[config.mk]
export PLATFORM = sky130hd
export DESIGN_NAME = lom_cell
export DESIGN_NICKNAME = d
export VERILOG_FILES = /design/src/sv/lom_pkg.sv /design/src/sv/lom_cell.sv
export SDC_FILE = /design/constraint.sdc
export NUM_CORES = 1
export LEC_CHECK = 0
export CORE_UTILIZATION = 60
export CTS_CLUSTER_SIZE = 40
export DETAILED_ROUTE_END_ITERATION = 10
export DONT_BUFFER_PORTS = 1
export PLACE_DENSITY = 0.72
export SYNTH_ARGS = -nofsm -noshare
export SYNTH_HDL_FRONTEND = slang
export SYNTH_SLANG_ARGS = --single-unit
[constraint.sdc]
create_clock -name clk -period 15.55 [get_ports clk]
set_clock_uncertainty 0.2 [all_clocks]
set_input_delay 0.7775 -clock clk [delete_from_list [all_inputs] [get_ports clk]]
set_output_delay 0.7775 -clock clk [all_outputs]
set_load 0.01 [all_outputs]
[src/sv/lom_pkg.sv]
// Package: shared constants, codes and types of the limit order matcher.
package lom_pkg;
	localparam int DEF_SLOTS = 32;
	localparam int MAX_FILLS = 32;

	localparam logic [3:0] ST_DONE      = 4'd0;
	localparam logic [3:0] ST_RESTED    = 4'd1;
	localparam logic [3:0] ST_CANCELLED = 4'd2;
	localparam logic [3:0] ST_NOTFOUND  = 4'd3;
	localparam logic [3:0] ST_ZERO_ID   = 4'd4;
	localparam logic [3:0] ST_BAD_PRICE = 4'd5;
	localparam logic [3:0] ST_ZERO_QTY  = 4'd6;
	localparam logic [3:0] ST_DUP       = 4'd7;
	localparam logic [3:0] ST_FULL      = 4'd8;

	localparam logic REQ_NEW    = 1'b0;
	localparam logic REQ_CANCEL = 1'b1;

	localparam logic KIND_TRADE  = 1'b0;
	localparam logic KIND_STATUS = 1'b1;

	typedef struct packed {
		logic [0:0]  req_type;
		logic [31:0] ord_num;
		logic [0:0]  side;
		logic [23:0] price;
		logic [31:0] quantity;
	} req_t;

	typedef struct packed {
		logic [0:0]  kind;
		logic [3:0]  status;
		logic [31:0] buyer_id;
		logic [31:0] seller_id;
		logic [23:0] trade_price;
		logic [31:0] fill_qty;
		logic [31:0] left_qty;
		logic [0:0]  last;
	} rsp_t;

	// Candidate travelling along the search chain.
	typedef struct packed {
		logic        hit;
		logic [23:0] price;
		logic [31:0] age;
		logic [31:0] ident;
		logic [31:0] amount;
	} cand_t;

	// Command broadcast from the controller to every cell.
	typedef enum logic [2:0] {
		OP_NONE, OP_FIND, OP_BEST, OP_FILL, OP_KILL, OP_REST
	} op_t;

	typedef struct packed {
		op_t         op;
		logic [31:0] ident;
		logic        sell;
		logic [23:0] price;
		logic [31:0] amount;
		logic [31:0] arrival;
		logic [31:0] counter;
	} cmd_t;
endpackage

[src/sv/lom_cell.sv]
// Cell: one order slot plus its stage of the best-order and id search chain.
module lom_cell import lom_pkg::*; (
	input  logic        clk,
	input  logic        arst_n,
	input  cmd_t        cmd,
	input  logic        sel,       // this cell is the target of fill/kill/rest
	input  cand_t       cin,
	input  logic        free_in,   // a lower slot is free
	output cand_t       cout,
	output logic        free_out,
	output logic        is_free,
	output logic        match      // used slot whose id equals the command id
);
	logic        used_q;
	logic [31:0] ident_q;
	logic        sell_q;
	logic [23:0] limit_q;
	logic [31:0] amount_q;
	logic [31:0] arrival_q;
	logic [31:0] age;
	logic        elig, better;

	assign is_free  = ~used_q;
	assign free_out = free_in | ~used_q;
	assign match    = used_q && (ident_q == cmd.ident);
	assign age      = cmd.counter - arrival_q;
	assign elig     = used_q && (sell_q == cmd.sell);

	always_comb begin
		better = 1'b0;
		if (elig) begin
			if (!cin.hit) better = 1'b1;
			else if (cmd.sell ? (limit_q < cin.price) : (limit_q > cin.price)) better = 1'b1;
			else if (limit_q == cin.price && age > cin.age) better = 1'b1;
		end
	end

	// Registered hand-off to the neighbor; the chain settles over the slots.
	always_ff @(posedge clk or negedge arst_n) begin
		if (!arst_n) begin
			cout.hit <= 1'b0;
		end else if (better) begin
			cout <= '{1'b1, limit_q, age, ident_q, amount_q};
		end else begin
			cout <= cin;
		end
	end

	always_ff @(posedge clk or negedge arst_n) begin
		if (!arst_n) begin
			used_q <= 1'b0;
		end else if (sel) begin
			unique case (cmd.op)
				OP_FILL: begin
					amount_q <= amount_q - cmd.amount;
					if (amount_q == cmd.amount) used_q <= 1'b0;
				end
				OP_KILL: used_q <= 1'b0;
				OP_REST: begin
					used_q    <= 1'b1;
					ident_q   <= cmd.ident;
					sell_q    <= cmd.sell;
					limit_q   <= cmd.price;
					amount_q  <= cmd.amount;
					arrival_q <= cmd.arrival;
				end
				default: ;
			endcase
		end
	end
endmodule

==> metrics.sh, run 1 <==
STATUS='completed'
TIMING_MAX_TRANSITION_VIOLATIONS_FINAL=0
POST-PLACE-CELLS=1482
GRT.OVERFLOW.TOTAL=0
FINAL-INSTANCE-COUNT-EXCL-FILL=1538
RELSLEWSLACK=0.206
PLACE_HPWL_UM=25700
POST-CTS-SETUP-BUFFERS=0
REQUIRED_PS=15620
PATH_MAX_FANOUT=73
WORST_ENDPOINT_DATA_ARRIVAL_TIME_PS=6520
R2R_CELLS=21
FINALSETUPVIOLATIONS=0
FINAL_NET_COUNT=1594
POST_ROUTE_CELLS_DRIVE_ABOVE_1_SHARE=0.0733
SYNTH.CELL_AREA_UM2=14400
YOSYSSEQAREASHARE=0.507
TIMING.HOLD.WORST_PATH_DEPTH=0
FP-ROW-COUNT=56
FP.DIEAREA_UM2=24600
FIRST_GLOBAL_VIAS=9007
MAX-CLOCK-PATH-BUFFERS=3
TRITONCTS.NUM_BUFFERS=27
CELL_ACCOUNTING_FOR_THE_MOST_SYNTHESIZED_AREA='edfxtp_1'
WORSTHOLDPATHTYPE='in -> reg'
CLOCK_INSERTION_DELAY_WORST_SKEW_PS=540
CTSHTREEMAXLEVEL=1
FINAL_CLOCK_PERIOD_UTILIZATION_BY_THE_WORST_PATH=0.415
WORSTSETUPSTARTPOINTTYPE='flip-flop'
PATH_TYPE_OF_THE_WORST_SETUP_PATH='reg -> reg'
FLOORPLAN.INITIALDENSITY=0.612
PORT_BUFFERS=0
DRC=0
CTS_ROOT_BUFFER='clkbuf_16'
SYN-MEAN-INSTANCE-AREA_UM2=12.1
GRT_USE_TOTAL=0.267
UNREPAIRED_SETUP_ENDPOINTS_AFTER_GLOBAL_ROUTING='no'
MAXCAPVIOLCOUNT=0
SETUP_TOTAL_NEG_SLACK_PS=0
POST_CTS_RESIZE_COUNT=0
VIAS=9201
GRT_MAX_DEGREE=124
LEAKAGE_nW=6.24
DETAILEDROUTE.FIRSTITERATIONVIOLATIONS=527
FINAL.HOLD.WORST_SLACK_PS=129
WORST_IR_DROP_VDD_V=0.0000831
SYNTH_AREA_LEADERS='edfxtp_1 (50%), ha_1 (10%), mux2_1 (6.9%), xnor2_1 (3.8%), inv_1 (3.5%)'
CRITPATHCAPTURETYPE='flip-flop'
SYNTH_EDF_COUNT=241
SYNTHDOMINANTCELLAREASHARE=0.503
CTS.REPORTEDPATHS.CLKPINSLEW_PS=60
DETAIL_ROUTE_ANTENNA_NETS=0
GRT_ANTENNA_BEFORE_REPAIR=8
SYNTH_ASYNC_SR_FLOP_SHARE=0.00823
FMAX_MHz=155
PWR_DENSITY_nW_PER_UM2=105
FIRST_PASS_ITERS=5
SYNTHESIS.NETS=1585
DIE_X_UM=157
CORE_AREA_UM2=23500
NFILLCELLS=1822
IO-PIN-COUNT=405
POST-ROUTE-MIN-PERIOD_PS=6450
FINAL_COMMON_CELL='edfxtp_1'
GRT_FIRST_PASS_WIRELENGTH_UM=49700
CTS_TREE='done'
PLACE.GP.CONGESTION=0.903
POSTSYNTHREGISTERBITS=243
LEADING_CELL_TYPES_IN_THE_LAYOUT_FILL_AND_TAPS_EXCLUDED='edfxtp_1 (241), inv_1 (135), ha_1 (118)'
SYN_TO_FINAL_GROWTH_PCT=7.36
POST_DETAILED_ROUTING_WIRE_LENGTH_UM=34000
YOSYSWARNINGCOUNT=0
DIE_HEIGHT_UM=157
POST_DRT_WL_PER_CELL_UM=22.1
FINALHOLDVIOLATIONS=0
YOSYS_MOST_USED_DFF='edfxtp_1'
SYNTHCELLS=1184
DETAIL_ROUTE.VIAS_PER_CELL=5.98
SYNTH.DISTINCT_CELLS=64
WORSTMARGINPINSLEW_PS=1190
TRITONCTS_NUM_SINKS=243
## synthesized netlist by cell type, types with 13 or more instances
cell and n:
a21oi_1 73, o21ai_0 39, edfxtp_1 241, xnor2_1 63
inv_1 135, a21o_1 48, clkbuf_1 13, nand2_1 48
mux2_2 31, ha_1 118, mux2_1 88, xor2_1 25
nand4_1 26, o21a_1 15, nand3_1 13, nor2_1 42
## power breakdown
group / internal (mW) / total (mW) / switching (mW)
sequential: 0.764 / 0.793 / 0.0293
combinational: 0.0983 / 0.210 / 0.112
clock: 0.365 / 0.618 / 0.253
## metrics by stage
stage | setup WS, ps | total power [mW] | util | area [um2]
finish | 9100 | 1.62 | 0.658 | 15400
global route | 8760 | 1.69 | 0.657 | 15400
CTS | 9100 | 1.63 | 0.657 | 15400
detailed placement | 8600 | 1.02 | 0.620 | 14600
global placement | 8780 | 1.01 | 0.620 | 14600
floorplan | 9820 | 0.975 | - | 14400
## flip-flops by register name, indices dropped and copies added (netlist names)
name / cells
cout: 121
used_q: 1
ident_q: 32
arrival_q: 32
amount_q: 32
sell_q: 1
limit_q: 24
## final timing paths
path	start	endpoint	slack, ps
max in group asynchronous	arst_n	used_q	14510
max reg2reg	arrival_q[0]	cout[20]	9100
min in group asynchronous	arst_n	cout[120]	420
min	cmd[97]	limit_q[1]	130
min reg2reg	limit_q[0]	cout[96]	370
max	arrival_q[0]	cout[20]	9100
## logic make-up (layout without fill, tap and decap cells)
| group | Yosys count | count (layout) | synth area share |
|---|---|---|---|
| simple gates | 197 | 197 | 0.0696 |
| other cells | 0 | 5 | 0 |
| compound gates | 255 | 255 | 0.117 |
| xor+xnor | 88 | 88 | 0.0536 |
| fa+ha+maj | 120 | 120 | 0.105 |
| flops | 243 | 243 | 0.507 |
| mux | 120 | 120 | 0.0939 |
| buf+inv | 161 | 191 | 0.0538 |
## repair_timing
item | CTS | global route
endpoints found under the setup margin | 0 | 0
hold endpoints to repair | 2 | 0
hold buffers | 1 | 0
## layout make-up
| cell class | instances | area [um2] | area share |
|---|---|---|---|
| inverter | 135 | 507 | 0.0328 |
| clock buffer | 35 | 736 | 0.0477 |
| sequential | 243 | 7290 | 0.472 |
| tap | 319 | 399 | 0.0259 |
| timing repair buffer | 6 | 47.5 | 0.00308 |
| clock inverter | 15 | 123 | 0.00794 |
| multi-input combinational | 780 | 6320 | 0.410 |
| antenna | 5 | 12.5 | 0.000811 |
## critical path, stage by stage (launching register included)
cell	delay (ps)
edfxtp_1	320
ha_1	200
inv_1	70
fa_1	400
a21oi_1	220
o2bb2ai_1	120
o21a_1	210
o22a_1	240
a21o_1	280
a211oi_1	450
a21oi_1	150
xor2_1	180
ha_1	300
and3_1	170
a221oi_1	270
o21ai_1	120
a221o_1	370
o31ai_2	350
a211oi_2	140
o21ai_4	150
buf_4	790
mux2_2	430
## metal layers
metal,vias up,GRT usage,part of all wire
met5,-,0,0.0013
met3,71,0.0978,0.11
met4,6,0.0971,0.033
met2,361,0.451,0.48
met1,4356,0.310,0.38
li1,4407,-,-
No activity file was read; power rests on OpenSTA's default activity.
==> run 2: changes to the inputs <==
- CORE_UTILIZATION: 60 -> 58
- clock period: 15.55 -> 5.72 ns (I/O delays scaled with it)
==> metrics.sh, run 2 (synthesis results as in run 1) <==
FP-ROW-COUNT=57
WORSTMARGINPINSLEW_PS=836
CRITICAL-PATH-TOP-CELL-BY-COUNT='buf_12'
TRITONCTS.NUM_BUFFERS=27
GRT_MAX_DEGREE=124
DETAILEDROUTE.FIRSTITERATIONVIOLATIONS=1175
FINAL-INSTANCE-COUNT-EXCL-FILL=1826
SWITCHING_SHARE=0.264
DETAIL_ROUTE_ANTENNA_NETS=0
PLACE_HPWL_UM=26900
FP.DIEAREA_UM2=25400
WORSTSETUPSTARTPOINTTYPE='flip-flop'
FINAL.HOLD.WORST_SLACK_PS=53.9
MAX-CLOCK-PATH-BUFFERS=3
UNREPAIRED_SETUP_ENDPOINTS_AFTER_GLOBAL_ROUTING='yes'
FAILED_CHECKS='negative setup slack'
POST-ROUTE-MIN-PERIOD_PS=5740
POST-PLACE-CELLS=1508
LEAKAGE_nW=7.89
FMAX_MHz=174
FINAL_COMMON_CELL='dlygate4sd3_1'
STATUS='finished, violations left'
POWER.SHARE.COMBINATIONAL=0.190
LARGEST_REG_FLOPS=121
SYN_TO_FINAL_GROWTH_PCT=30.7
CTSHTREEMAXLEVEL=1
POST_ROUTE_CELLS_DRIVE_ABOVE_1_SHARE=0.128
GRT_ANTENNA_BEFORE_REPAIR=4
SLOWEST_STAGE='or3_4'
DETAIL_ROUTE.VIAS_PER_CELL=6.22
GRT_FIRST_PASS_WIRELENGTH_UM=64600
GRT_USE_TOTAL=0.331
REG2REG_SETUP_SLACK_PS=-20
FINALSETUPVIOLATIONS=6
TOTAL_CHIP_POWER_mW=4.76
TIMING.CRITICAL_PATH.SLOWEST_CELL_DELAY_PS=460
CTS_TREE='done'
DRC=0
CRITICAL-PATH-TOP-DELAY-FAMILY='compound AO/OA/AOI/OAI gates'
CTS.REPORTEDPATHS.CLKPINSLEW_PS=60
CRITPATHCAPTURETYPE='flip-flop'
REQUIRED_PS=5800
IO-PIN-COUNT=405
CORE_AREA_UM2=24300
RELSLEWSLACK=0.428
CLOCK_INSERTION_DELAY_WORST_SKEW_PS=540
CRIT_CHAIN='ha_2, inv_2, fa_2, a21oi_4, o2bb2ai_4, o21a_1, o22a_1, a211o_1, a311o_1, a21oi_2, xnor2_2, ha_1, and3_1, nand4_1, or3_4, o311ai_4, nand2_2, o31ai_4, a211oi_2, o21ai_4, buf_6, buf_12, buf_12, mux2_2'
CLOCK_GROUP_SHARE_OF_TOTAL_POWER=0.355
FINAL_CLOCK_PERIOD_UTILIZATION_BY_THE_WORST_PATH=1.00
GRT.OVERFLOW.TOTAL=0
MAXCAPVIOLCOUNT=0
TIMING.CRITICAL_PATH.BUF_INV=4
DIE_X_UM=159
PORT_BUFFERS=0
TIMING_MAX_TRANSITION_VIOLATIONS_FINAL=0
DIE_HEIGHT_UM=159
FINALHOLDVIOLATIONS=0
FIRST_PASS_ITERS=5
WORST_IR_DROP_VDD_V=0.000233
WORST_ENDPOINT_DATA_ARRIVAL_TIME_PS=5810
WORSTHOLDPATHTYPE='in -> reg'
TRITONCTS_NUM_SINKS=243
LARGEST_REGISTER='cout'
FINAL_NET_COUNT=1880
PWR_DENSITY_nW_PER_UM2=253
POST-PLACE-WS_PS=-104
CELLINTERNALPOWER_mW=3.50
LEADING_CELL_TYPES_IN_THE_LAYOUT_FILL_AND_TAPS_EXCLUDED='dlygate4sd3_1 (251), edfxtp_1 (241), inv_1 (134)'
PATH_MAX_FANOUT=11
CTS_ROOT_BUFFER='clkbuf_16'
POST_DRT_WL_PER_CELL_UM=25.2
POST_DETAILED_ROUTING_WIRE_LENGTH_UM=46000
REPORTED_NET_SWITCHING_POWER_mW=1.25
FIRST_GLOBAL_VIAS=11481
PLACE.GP.CONGESTION=0.962
LAYOUT_SETUP_WS_PS=-15.5
PATH_TYPE_OF_THE_WORST_SETUP_PATH='reg -> reg'
NFILLCELLS=1397
SEQUENTIAL_CELL_FRACTION_OF_TOTAL_POWER=0.455
FLOORPLAN.INITIALDENSITY=0.591
VIAS=11358
[run 2: cell types whose count changed in the layout (fill, tap and decap cells not counted), sizes merged]
cell,before,now
dlygate4sd3,1,251
buf,5,37
clkinvlp,0,3
diode,5,3
clkbuf,35,36
inv,136,135
[run 2: path summary, 6_finish.rpt]
path                              start         to  cells after the start
max                        arrival_q[0]    cout[0]                     24
min                             cmd[31]   cout[95]                      3
max reg2reg                arrival_q[0]    cout[0]                     24
min reg2reg                  limit_q[3]   cout[99]                      1
max in group asynchronous        arst_n  cout[120]                      2
min in group asynchronous        arst_n     used_q                      2
[run 2: repair_timing]
action | 4_1_cts | 5_1_grt
cloned | 0 | 4
hold buffers | 252 | 0
hold endpoints to repair | 374 | 0
setup endpoints to repair | 112 | 120
setup buffers | 4 | 7
pin swaps | 7 | 12
gates resized for setup | 10 | 92
[run 2: through the flow]
| step | utilization | instance area [um2] | setup TNS (ps) |
|---|---|---|---|
| after floorplan | - | 14400 | 0 |
| after global placement | 0.610 | 14800 | 0 |
| after detailed placement | 0.610 | 14800 | -4870 |
| after CTS | 0.752 | 18300 | 0 |
| after global routing | 0.773 | 18800 | -7470 |
| final | 0.773 | 18800 | -30.3 |
[run 2: worst min-delay path: stages]
cell and delay [ps]:
xor2_1 50, xnor2_1 180, mux2_4 150
[run 2: layout make-up]
cell class / instances / area (um2) / area share
sequential: 243 / 7290 / 0.388
tap: 324 / 405 / 0.0216
clock buffer: 32 / 694 / 0.0370
clock inverter: 17 / 134 / 0.00712
antenna: 3 / 7.51 / 0.000400
timing repair buffer: 292 / 3070 / 0.163
multi-input combinational: 780 / 6690 / 0.356
inverter: 135 / 507 / 0.0270
[run 2: layer usage]
layer,track usage,wire length [um],vias to the layer above
met4,0.182,3040,2
met2,0.568,22300,768
met5,0,10,-
met3,0.0870,4350,206
li1,-,-,4973
met1,0.377,16400,5409
[run 2: power by group through the flow]
| stage | logic (mW) | registers [mW] | clock network (mW) |
|---|---|---|---|
| global route | 0.969 | 2.17 | 1.76 |
| global placement | 0.583 | 2.19 | 0 |
| finish | 0.902 | 2.16 | 1.69 |
| CTS | 0.783 | 2.16 | 1.67 |
| floorplan | 0.482 | 2.17 | 0 |
| detailed placement | 0.601 | 2.19 | 0 |
==> run 3: changes to the inputs <==
- CORE_UTILIZATION: 58 -> 60
- GPL_ROUTABILITY_DRIVEN: not set -> 0
- clock period: 5.72 -> 6.4 ns (I/O delays scaled with it)
==> metrics.sh, run 3 (synthesis results as in run 1) <==
STATUS='completed'
POST_DETAILED_ROUTING_WIRE_LENGTH_UM=41600
FINAL_CLOCK_PERIOD_UTILIZATION_BY_THE_WORST_PATH=0.949
TRITONCTS.NUM_BUFFERS=26
FMAX_MHz=165
SETUP_TOTAL_NEG_SLACK_PS=0
VIAS=10766
MULTI_INPUT_AREA_UM2=6330
RELSLEWSLACK=0.377
PWR_DENSITY_nW_PER_UM2=237
FP.DIEAREA_UM2=24600
DETAILEDROUTE.FIRSTITERATIONVIOLATIONS=766
SEQ_AREA_UM2=7290
WORSTHOLDPATHTYPE='in -> reg'
DRC=0
TIMING.CRITICAL_PATH.SLOWEST_CELL_DELAY_PS=460
FINAL_COMMON_CELL='dlygate4sd3_1'
LEAKAGE_nW=7.32
CLOCK_INSERTION_DELAY_WORST_SKEW_PS=540
DIE_HEIGHT_UM=157
TIMING_MAX_TRANSITION_VIOLATIONS_FINAL=0
GRT_FIRST_PASS_WIRELENGTH_UM=61500
SYN_TO_FINAL_GROWTH_PCT=25.5
FIRST_PASS_ITERS=5
LARGEST_REG_FLOPS=121
PATH_TYPE_OF_THE_WORST_SETUP_PATH='reg -> reg'
WORSTSETUPSTARTPOINTTYPE='flip-flop'
MAXCAPVIOLCOUNT=0
POST_ROUTE_CELLS_DRIVE_ABOVE_1_SHARE=0.0623
PATH_MAX_FANOUT=64
WORST_IR_DROP_VDD_V=0.000242
CTS_ROOT_BUFFER='clkbuf_16'
UNREPAIRED_SETUP_ENDPOINTS_AFTER_GLOBAL_ROUTING='no'
CTSHTREEMAXLEVEL=1
LEADING_CELL_TYPES_IN_THE_LAYOUT_FILL_AND_TAPS_EXCLUDED='dlygate4sd3_1 (247), edfxtp_1 (241), inv_1 (135)'
MAX-CLOCK-PATH-BUFFERS=3
GRT_MAX_DEGREE=124
GRT.OVERFLOW.TOTAL=0
LARGEST_REGISTER='cout'
REQUIRED_PS=6450
UTILIZATION=0.768
CRIT_CHAIN='ha_1, inv_1, fa_1, a21oi_1, o2bb2ai_1, o21a_1, o22a_1, a211o_1, a311o_1, a21oi_1, xnor2_1, ha_1, and3_1, nand4_1, or3_1, o311ai_1, nand2_1, o31ai_2, a211oi_2, o21ai_4, buf_12, mux2_1'
FLOORPLAN.INITIALDENSITY=0.612
FINAL_NET_COUNT=1842
GRT_ANTENNA_BEFORE_REPAIR=4
WORST_ENDPOINT_DATA_ARRIVAL_TIME_PS=6130
CTS.REPORTEDPATHS.CLKPINSLEW_PS=70
DETAIL_ROUTE_ANTENNA_NETS=0
FIRST_GLOBAL_VIAS=11034
TRITONCTS_NUM_SINKS=243
DETAIL_ROUTE.VIAS_PER_CELL=6.03
SLOWEST_STAGE='or3_1'
WORSTMARGINPINSLEW_PS=912
CTS_TREE='done'
GRT_USE_TOTAL=0.330
FINAL_CELL_AREA_UM2=18000
CORE_AREA_UM2=23500
POST_DRT_WL_PER_CELL_UM=23.3
NFILLCELLS=1388
DPL-INSTANCE-AREA_UM2=14600
PLACE_HPWL_UM=25800
FINALSETUPVIOLATIONS=0
PORT_BUFFERS=0
DIE_X_UM=157
FP-ROW-COUNT=56
POST-ROUTE-MIN-PERIOD_PS=6080
CRITPATHCAPTURETYPE='flip-flop'
FINALHOLDVIOLATIONS=0
IO-PIN-COUNT=405
[run 3: critical path, delay by kind of cell (launching register included)]
kind	cells	cell delay, ps
adder cells (fa/ha/maj)	3	890
flip-flops	1	330
AND/OR/NAND/NOR	4	860
buffers and inverters	2	410
AO/OA/AOI/OAI	11	2530
XOR/XNOR	1	110
multiplexers	1	410
[run 3: power by group]
group	internal (mW)	total, mW	leakage [nW]	switching [mW]
Combinational	0.346	0.690	4.58	0.344
Sequential	1.86	1.93	2.29	0.0758
Clock	1.02	1.66	0.442	0.646
[run 3: per-stage QoR]
| step | hold slack, ps | instances | power, mW | setup WS (ps) |
|---|---|---|---|---|
| 3_3_place_gp | -169 | 1484 | 2.46 | 534 |
| 5_1_grt | 96.6 | 1784 | 4.41 | 120 |
| 3_5_place_dp | -165 | 1484 | 2.47 | 339 |
| 2_1_floorplan | -176 | 1184 | 2.37 | 1130 |
| 6_report | 82.9 | 1785 | 4.28 | 325 |
| 4_1_cts | 32.4 | 1780 | 4.25 | 372 |
[run 3: path summary, 6_finish.rpt]
kind	start	to	slack (ps)	cells past startpoint
worst max-delay path	arrival_q[0]	cout[37]	320	22
worst min-delay path	cmd[1]	cout[65]	80	2
worst max register to register	arrival_q[0]	cout[37]	320	22
worst min register to register	limit_q[5]	cout[101]	360	1
max in group asynchronous	arst_n	cout[120]	5250	2
min in group asynchronous	arst_n	used_q	300	2
[run 3: metal layers]
metal  share of wire  global-route usage
met2            0.49               0.567
met3           0.095              0.0900
met1            0.36               0.381
met4           0.050               0.156
met5               0                   0
[run 3: cell type report]
class | count | area share
Antenna cell | 5 | 0.000694
Timing Repair Buffer | 255 | 0.143
Tap cell | 319 | 0.0221
Multi-Input combinational cell | 780 | 0.351
Clock inverter | 13 | 0.0121
Sequential cell | 243 | 0.404
Clock buffer | 35 | 0.0391
Inverter | 135 | 0.0281
[run 3: timing repair]
| action | in CTS | in global routing |
|---|---|---|
| hold buffers | 248 | 0 |
| hold endpoints to repair | 372 | 0 |
| buffers inserted | 0 | 0 |
| gates resized for setup | 0 | 1 |
| endpoints found under the setup margin | 0 | 28 |
